`config.mk`:
```
export PLATFORM = sky130hd
export DESIGN_NAME = ipv4_address_list_table
export DESIGN_NICKNAME = d
export VERILOG_FILES = /design/src/design/ipv4al_pkg.sv /design/src/design/ipv4al_cell.sv /design/src/design/ipv4_address_list_table.sv
export SDC_FILE = /design/constraint.sdc
export NUM_CORES = 2
export LEC_CHECK = 0
export ABC_AREA = 0
export BUFFER_PORTS_ARGS = -buffer_cell sky130_fd_sc_hd__buf_4
export CAP_MARGIN = 20
export CORE_MARGIN = 1
export CORE_UTILIZATION = 58
export DETAILED_ROUTE_END_ITERATION = 16
export MAX_ROUTING_LAYER = met4
export PLACE_DENSITY = 0.84
export SETUP_SLACK_MARGIN = 0.02
export SLEW_MARGIN = 25
export SYNTH_ARGS = -nofsm -noshare
export SYNTH_HDL_FRONTEND = slang
export SYNTH_SLANG_ARGS = --single-unit
export TNS_END_PERCENT = 1
```
`constraint.sdc`:
```
create_clock -name clk -period 4.75 [get_ports clk]
set_input_delay 0.95 -clock clk [delete_from_list [all_inputs] [get_ports clk]]
set_output_delay 0.95 -clock clk [all_outputs]
set_load 0.02 [all_outputs]
```
`src/design/ipv4al_pkg.sv`:
```
// Shared types and codes for the IPv4 address list table.
package ipv4al_pkg;

	// Default number of entries in the list
	localparam int CAPACITY_DEF = 64;

	// Address width
	localparam int ADDR_W = 32;

	// Operation codes on the kind port
	localparam logic [1:0] KIND_APPEND = 2'd0;
	localparam logic [1:0] KIND_REMOVE = 2'd1;
	localparam logic [1:0] KIND_CHECK  = 2'd2;

	// Result status codes
	localparam logic [1:0] ST_DONE   = 2'd0;
	localparam logic [1:0] ST_ABSENT = 2'd1;
	localparam logic [1:0] ST_FULL   = 2'd2;

	// Width of the entry_count port
	localparam int COUNT_W = 7;

	// Broadcast controls from the sequencer to every cell
	typedef struct packed {
		logic init;   // drop a fresh probe token at the newest entry, clear visit marks
		logic shift;  // close the gap: marked cells take their upper neighbour
		logic write;  // append: the cell at the fill index takes the new address
	} cell_ctl_t;

endpackage

```
`src/design/ipv4al_cell.sv`:
```
// One list cell: an address register, a probe token and a visit mark.
module ipv4al_cell
	import ipv4al_pkg::*;
(
	input  logic              clk,
	input  logic              arst_n,
	input  cell_ctl_t         ctl,
	input  logic              is_top,
	input  logic              is_tail,
	input  logic [ADDR_W-1:0] key,
	input  logic [ADDR_W-1:0] wdata,
	input  logic [ADDR_W-1:0] up_entry,
	input  logic              up_token,
	output logic [ADDR_W-1:0] entry,
	output logic              tok_out,
	output logic              hit
);

	logic [ADDR_W-1:0] entry_q;
	logic              token_q;
	logic              visited_q;
	logic              match;

	// Compare against the broadcast key; the token stops where it matches
	assign match   = (entry_q == key);
	assign hit     = token_q & match;
	assign tok_out = token_q & ~match;
	assign entry   = entry_q;

	// Token walks down one cell a cycle; visited cells are above the hit
	always_ff @(posedge clk or negedge arst_n) begin
		if (!arst_n) begin
			token_q   <= 1'b0;
			visited_q <= 1'b0;
		end else if (ctl.init) begin
			token_q   <= is_top;
			visited_q <= 1'b0;
		end else begin
			token_q   <= up_token;
			visited_q <= visited_q | token_q;
		end
	end

	// Entry storage: append write or shift-down from the upper neighbour
	always_ff @(posedge clk) begin
		if (ctl.write && is_tail) begin
			entry_q <= wdata;
		end else if (ctl.shift && (visited_q || token_q)) begin
			entry_q <= up_entry;
		end
	end

endmodule

```
`src/design/ipv4_address_list_table.sv`:
```
// Top level of the IPv4 address list table: sequencer and row of cells.
//
//  channel   signals                          beat taken when
//  command   start, kind, address, busy       start high and busy low
//  result    done, status, entry_count        done high (one cycle, no stall)
//
// Append, an unused kind, and remove or check on an empty list: result shows
// the cycle after the command; busy stays low.
// Remove or check: a probe token walks down the cells from the newest entry, one
// cell a cycle; the result shows after a hit, or after cell 0 is passed on a miss.
// Busy is high during the walk.
// A remove closes the gap in the same cycle as the hit. Reset empties the list.
module ipv4_address_list_table
	import ipv4al_pkg::*;
#(
	parameter int CAPACITY = CAPACITY_DEF
) (
	input  logic               clk,
	input  logic               arst_n,
	input  logic               start,
	input  logic [1:0]         kind,
	input  logic [ADDR_W-1:0]  address,
	output logic               busy,
	output logic               done,
	output logic [1:0]         status,
	output logic [COUNT_W-1:0] entry_count
);

	localparam int CW = $clog2(CAPACITY + 1);
	localparam int IW = (CAPACITY > 1) ? $clog2(CAPACITY) : 1;

	localparam logic SM_IDLE = 1'b0;
	localparam logic SM_SCAN = 1'b1;

	logic               state_q;
	logic [CW-1:0]      fill_q;
	logic [IW-1:0]      pos_q;
	logic               done_q;
	logic [1:0]         op_q;
	logic [ADDR_W-1:0]  key_q;
	logic [1:0]         status_q;
	logic [COUNT_W-1:0] count_q;

	logic               accept;
	logic               any_hit;
	cell_ctl_t          ctl;

	logic [ADDR_W-1:0]  entry_w [CAPACITY];
	logic [CAPACITY-1:0] tok_w;
	logic [CAPACITY-1:0] hit_w;

	assign busy    = (state_q == SM_SCAN);
	assign accept  = start & ~busy;
	assign any_hit = |hit_w;

	// Cell controls
	always_comb begin
		ctl.init  = accept && (kind == KIND_REMOVE || kind == KIND_CHECK)
			&& (fill_q != '0);
		ctl.write = accept && (kind == KIND_APPEND) && (fill_q < CW'(CAPACITY));
		ctl.shift = busy && any_hit && (op_q == KIND_REMOVE);
	end

	// Row of cells, each fed by its upper neighbour
	for (genvar i = 0; i < CAPACITY; i++) begin : g_cell
		logic [ADDR_W-1:0] up_entry;
		logic              up_token;

		if (i == CAPACITY - 1) begin : g_end
			assign up_entry = entry_w[i];
			assign up_token = 1'b0;
		end else begin : g_mid
			assign up_entry = entry_w[i+1];
			assign up_token = tok_w[i+1];
		end

		ipv4al_cell u_cell (
			.clk      (clk),
			.arst_n   (arst_n),
			.ctl      (ctl),
			.is_top   (fill_q == CW'(i + 1)),
			.is_tail  (fill_q == CW'(i)),
			.key      (key_q),
			.wdata    (address),
			.up_entry (up_entry),
			.up_token (up_token),
			.entry    (entry_w[i]),
			.tok_out  (tok_w[i]),
			.hit      (hit_w[i])
		);
	end

	// Sequencer: fill count, walk position and result strobe
	always_ff @(posedge clk or negedge arst_n) begin
		if (!arst_n) begin
			state_q <= SM_IDLE;
			fill_q  <= '0;
			pos_q   <= '0;
			done_q  <= 1'b0;
		end else begin
			done_q <= 1'b0;
			if (accept) begin
				unique case (kind)
					KIND_APPEND: begin
						done_q <= 1'b1;
						if (fill_q < CW'(CAPACITY)) begin
							fill_q <= fill_q + CW'(1);
						end
					end
					KIND_REMOVE, KIND_CHECK: begin
						if (fill_q == '0) begin
							done_q <= 1'b1;
						end else begin
							state_q <= SM_SCAN;
							pos_q   <= IW'(fill_q - CW'(1));
						end
					end
					default: begin
						done_q <= 1'b1;
					end
				endcase
			end else if (busy) begin
				if (any_hit) begin
					done_q  <= 1'b1;
					state_q <= SM_IDLE;
					if (op_q == KIND_REMOVE) begin
						fill_q <= fill_q - CW'(1);
					end
				end else if (pos_q == '0) begin
					done_q  <= 1'b1;
					state_q <= SM_IDLE;
				end else begin
					pos_q <= pos_q - IW'(1);
				end
			end
		end
	end

	// Command and result payload
	always_ff @(posedge clk) begin
		if (accept) begin
			op_q  <= kind;
			key_q <= address;
			unique case (kind)
				KIND_APPEND: begin
					if (fill_q < CW'(CAPACITY)) begin
						status_q <= ST_DONE;
						count_q  <= COUNT_W'(fill_q + CW'(1));
					end else begin
						status_q <= ST_FULL;
						count_q  <= COUNT_W'(fill_q);
					end
				end
				default: begin
					status_q <= ST_ABSENT;
					count_q  <= COUNT_W'(fill_q);
				end
			endcase
		end else if (busy) begin
			if (any_hit) begin
				status_q <= ST_DONE;
				if (op_q == KIND_REMOVE) begin
					count_q <= COUNT_W'(fill_q - CW'(1));
				end else begin
					count_q <= COUNT_W'(fill_q);
				end
			end else begin
				status_q <= ST_ABSENT;
				count_q  <= COUNT_W'(fill_q);
			end
		end
	end

	assign done        = done_q;
	assign status      = status_q;
	assign entry_count = count_q;

endmodule

```
==> run_results.csv <==
group,metric,value,unit
outcome,status,"finished, violations left",
outcome,violations,"setup timing",
yosys,ys_ff_latch,2233,
timing,finalWorstSetupSlack,-141,ps
global_route,grt-ovfl-total,0,
global_route,grtUsageTotal,40.6,%
yosys,ys_types,57,
placement,dpl_cell_area,0.123,mm²
yosys,netlist_top_cells_area,"edfxtp_1 53%, mux2_2 19%, xnor2_1 14%",
yosys,synth_area,0.118,mm²
yosys,yosysSeqAreaShare,56.2,%
setup_path,cp.required,5380,ps
setup_path,crit_path_max_fanout,32,
setup_path,path_cells,"buf_12 -> buf_4 -> xnor2_1 -> nand4_1 -> nor4_1 -> buf_4 -> nand3_1 -> nand4_1 -> nor4_1 -> a41oi_2 -> nand2_4 -> buf_12 -> o22ai_2 -> buf_4",
cells_and_area,regArea,0.0663,mm²
floorplanning,ioPinCount,48,
global_route,grt_pass1_wl,571000,µm
setup_path,critPathCaptureType,"flip-flop",
floorplanning,dieHeight,453,µm
cells_and_area,fillCellCount,13800,
cells_and_area,multi_input_area,0.0487,mm²
cts,clock_sinks,2233,
cells_and_area,area_delta_synth_final,11.1,%
yosys,yosysTopAreaCellShare,53.2,%
drt,dr.pass1.iters,8,
yosys,synth_ff_type,"edfxtp_1",
yosys,yosysWarnings,0,
drt,drcViolationCount,0,
placement,io_buffers,47,
global_route,grt_max_degree,72,
floorplanning,die-area,0.205,mm²
global_route,antenna_found_initial,22,
timing,setup_viol,1982,
cts,h-tree-depth,4,
drt,via_per_inst,6.92,
yosys,synth_edf_count,2091,
setup_path,arrival,5520,ps
power_and_ir_drop,p_total,0.0408,W
placement,hpwl,255000,µm
setup_path,crit_top_cell,"buf_4",
drt,vias,77800,
flow_run,maxCapViolCount,0,
cells_and_area,final_nets,8371,
cells_and_area,final_area,0.131,mm²
timing,slew-limit-headroom,15.3,%
timing,maxSlewViolCount,0,
timing,rsz0062_at_grt,"no",
cts,cts-root-buf,"clkbuf_16",
cts,cts.reportedPaths.clkPinSlew,70,ps
power_and_ir_drop,pwr_density_cell,311,mW/mm²
yosys,async_reset_ff_share,6.36,%
floorplanning,die_x,453,µm
floorplanning,fp-row-count,165,
cts,cts_setup_buffers,0,
placement,gp_congestion,1.04,
timing,fmax,204,MHz
drt,drt_iter0_drc,13200,
yosys,syn-num-nets,8418,
cts,clock_path_buffers,3,
setup_path,cpPeakStageDelay,970,ps
yosys,avgSynthCellArea,14.1,µm²
timing,period_share,103,%
setup_path,critPathLaunchType,"flip-flop",
setup_path,crit_type,"flip-flop to flip-flop",
setup_path,critPathTopFamily,"simple AND/OR/NAND/NOR gates",
power_and_ir_drop,peakVddDrop,0.415,mV
floorplanning,core_area,0.202,mm²
cts,cts_tree,"built",
floorplanning,start_util,58.4,%
setup_path,rr_worst_depth,14,
timing,fin_crit,4890,ps
timing,worst_slew_pin_slew,1270,ps
drt,antenna_left,0,
power_and_ir_drop,leakage,39.3,nW
setup_path,critPathBufInv,5,
setup_path,crit_cells,14,
timing,finalHoldViolCount,0,
yosys,yosys.area.top_type,"edfxtp_1",
yosys,netlist_instances,8373,
global_route,grt_pass1_vias,76700,
yosys,synth.most_common_cell,"edfxtp_1",
hold_path,min_path_type,"input port to asynchronous set/reset pin",
cts,numCtsBuffers,225,
drt,wire_per_inst,36.2,µm
yosys,synthTopCellsByCount,"2091 x edfxtp_1, 1984 x mux2_2, 1837 x xnor2_1",
cts,post_cts_resized,0,
drt,wl,407000,µm
setup_path,slowest_stage,"nor4_1",
cells_and_area,layout-drive-gt1-share,33.4,%
cts,clock_latency,920,ps
timing,finClkSkew,60.2,ps
cts,holdBufCountCts,0,
state kept, by name, summed over array words and instances (netlist names), 2 cells and up:
signal	flops
entry_count	7
fill_q	7
g_cell.u_cell.entry	2048
g_cell.u_cell.token_q	64
g_cell.u_cell.visited_q	63
key_q	32
op_q	2
pos_q	6
status	2
power breakdown:
part	switching, W	internal [W]	total [W]
clock network	0.00812	0.0108	0.0189
registers	0	0.0212	0.0212
logic	0.000691	0.0000652	0.000756
total	0.00881	0.0320	0.0408
per-stage QoR:
| stage | setup TNS (ps) | cells | util, % | hold slack, ps | setup slack (ps) |
|---|---|---|---|---|---|
| 2_1_floorplan | -720290 | 8373 | - | 459 | -494 |
| 3_3_place_gp | 0 | 10800 | 60.9 | 483 | 311 |
| 3_5_place_dp | 0 | 10800 | 60.9 | 489 | 221 |
| 4_1_cts | 0 | 11200 | 64.8 | 128 | 163 |
| 5_1_grt | 0 | 11200 | 64.8 | 167 | 74.6 |
| 6_report | -144250 | 11300 | 64.9 | 140 | -141 |
layer usage:
layer  routed length [µm]  global-route usage, %  part of all wire [%]  vias up
li1                     -                      -                     -    30900
met2               173000                   56.4                    43     6881
met1               145000                   51.4                    36    38600
met4                26800                   23.2                   6.6        0
met3                62500                   14.0                    15     1521
met5                    0                      -                     0        -
cell families (layout without fill, tap and decap cells):
group | count (synthesis) | count (layout) | synth area share, %
compound gates | 174 | 174 | 0.850
flops | 2233 | 2233 | 56.2
xor+xnor | 2059 | 2059 | 15.3
other cells | 0 | 50 | 0
fa+ha+maj | 8 | 8 | 0.0848
buf+inv | 710 | 867 | 2.85
mux | 2019 | 2019 | 19.3
simple gates | 1170 | 1170 | 5.45
path summary, 6_finish.rpt:
kind / from / slack [ps] / endpoint
max: key_q[18]$_DFFE_PP_ / -140 / g_cell[48].u_cell.entry[20]$_DFFE_PP_
min: arst_n / 140 / g_cell[23].u_cell.token_q$_DFF_PN0_
max reg2reg: key_q[18]$_DFFE_PP_ / -140 / g_cell[48].u_cell.entry[20]$_DFFE_PP_
min reg2reg: g_cell[12].u_cell.visited_q$_DFF_PN0_ / 500 / g_cell[12].u_cell.visited_q$_DFF_PN0_
max in group asynchronous: arst_n / 3570 / g_cell[17].u_cell.visited_q$_DFF_PN0_
min in group clk: kind[0] / 380 / op_q[0]$_DFFE_PP_
layout by cell type (no fill, tap or decap), drive strengths merged, types with 3 or more instances in the layout:
| cell | count |
|---|---|
| edfxtp | 2091 |
| a21oi | 12 |
| bufinv | 32 |
| nand2 | 136 |
| nor3 | 13 |
| o41ai | 3 |
| nor2b | 3 |
| o21ai | 115 |
| nand4 | 501 |
| diode | 50 |
| and2 | 12 |
| and3 | 6 |
| clkbuf | 272 |
| o221ai | 4 |
| clkinv | 110 |
| clkinvlp | 13 |
| mux2i | 3 |
| nand3 | 129 |
| a31oi | 6 |
| or4 | 5 |
| ha | 8 |
| nor4 | 183 |
| dfrtp | 142 |
| or3 | 5 |
| o2111ai | 6 |
| inv | 27 |
| o311ai | 4 |
| buf | 413 |
| mux2 | 2016 |
| xnor2 | 1837 |
| or2 | 5 |
| xor2 | 222 |
| nor2 | 163 |
| o22ai | 14 |
final cells by class:
class	instances	share of cell area (%)
sequential	2233	50.6
multi-input combinational	5430	37.1
clock buffer	271	4.57
timing repair buffer	414	3.61
tap	2672	2.55
clock inverter	160	1.36
antenna	50	0.0955
inverter	22	0.0630
Note: power is estimated with default switching activity, not from simulation.
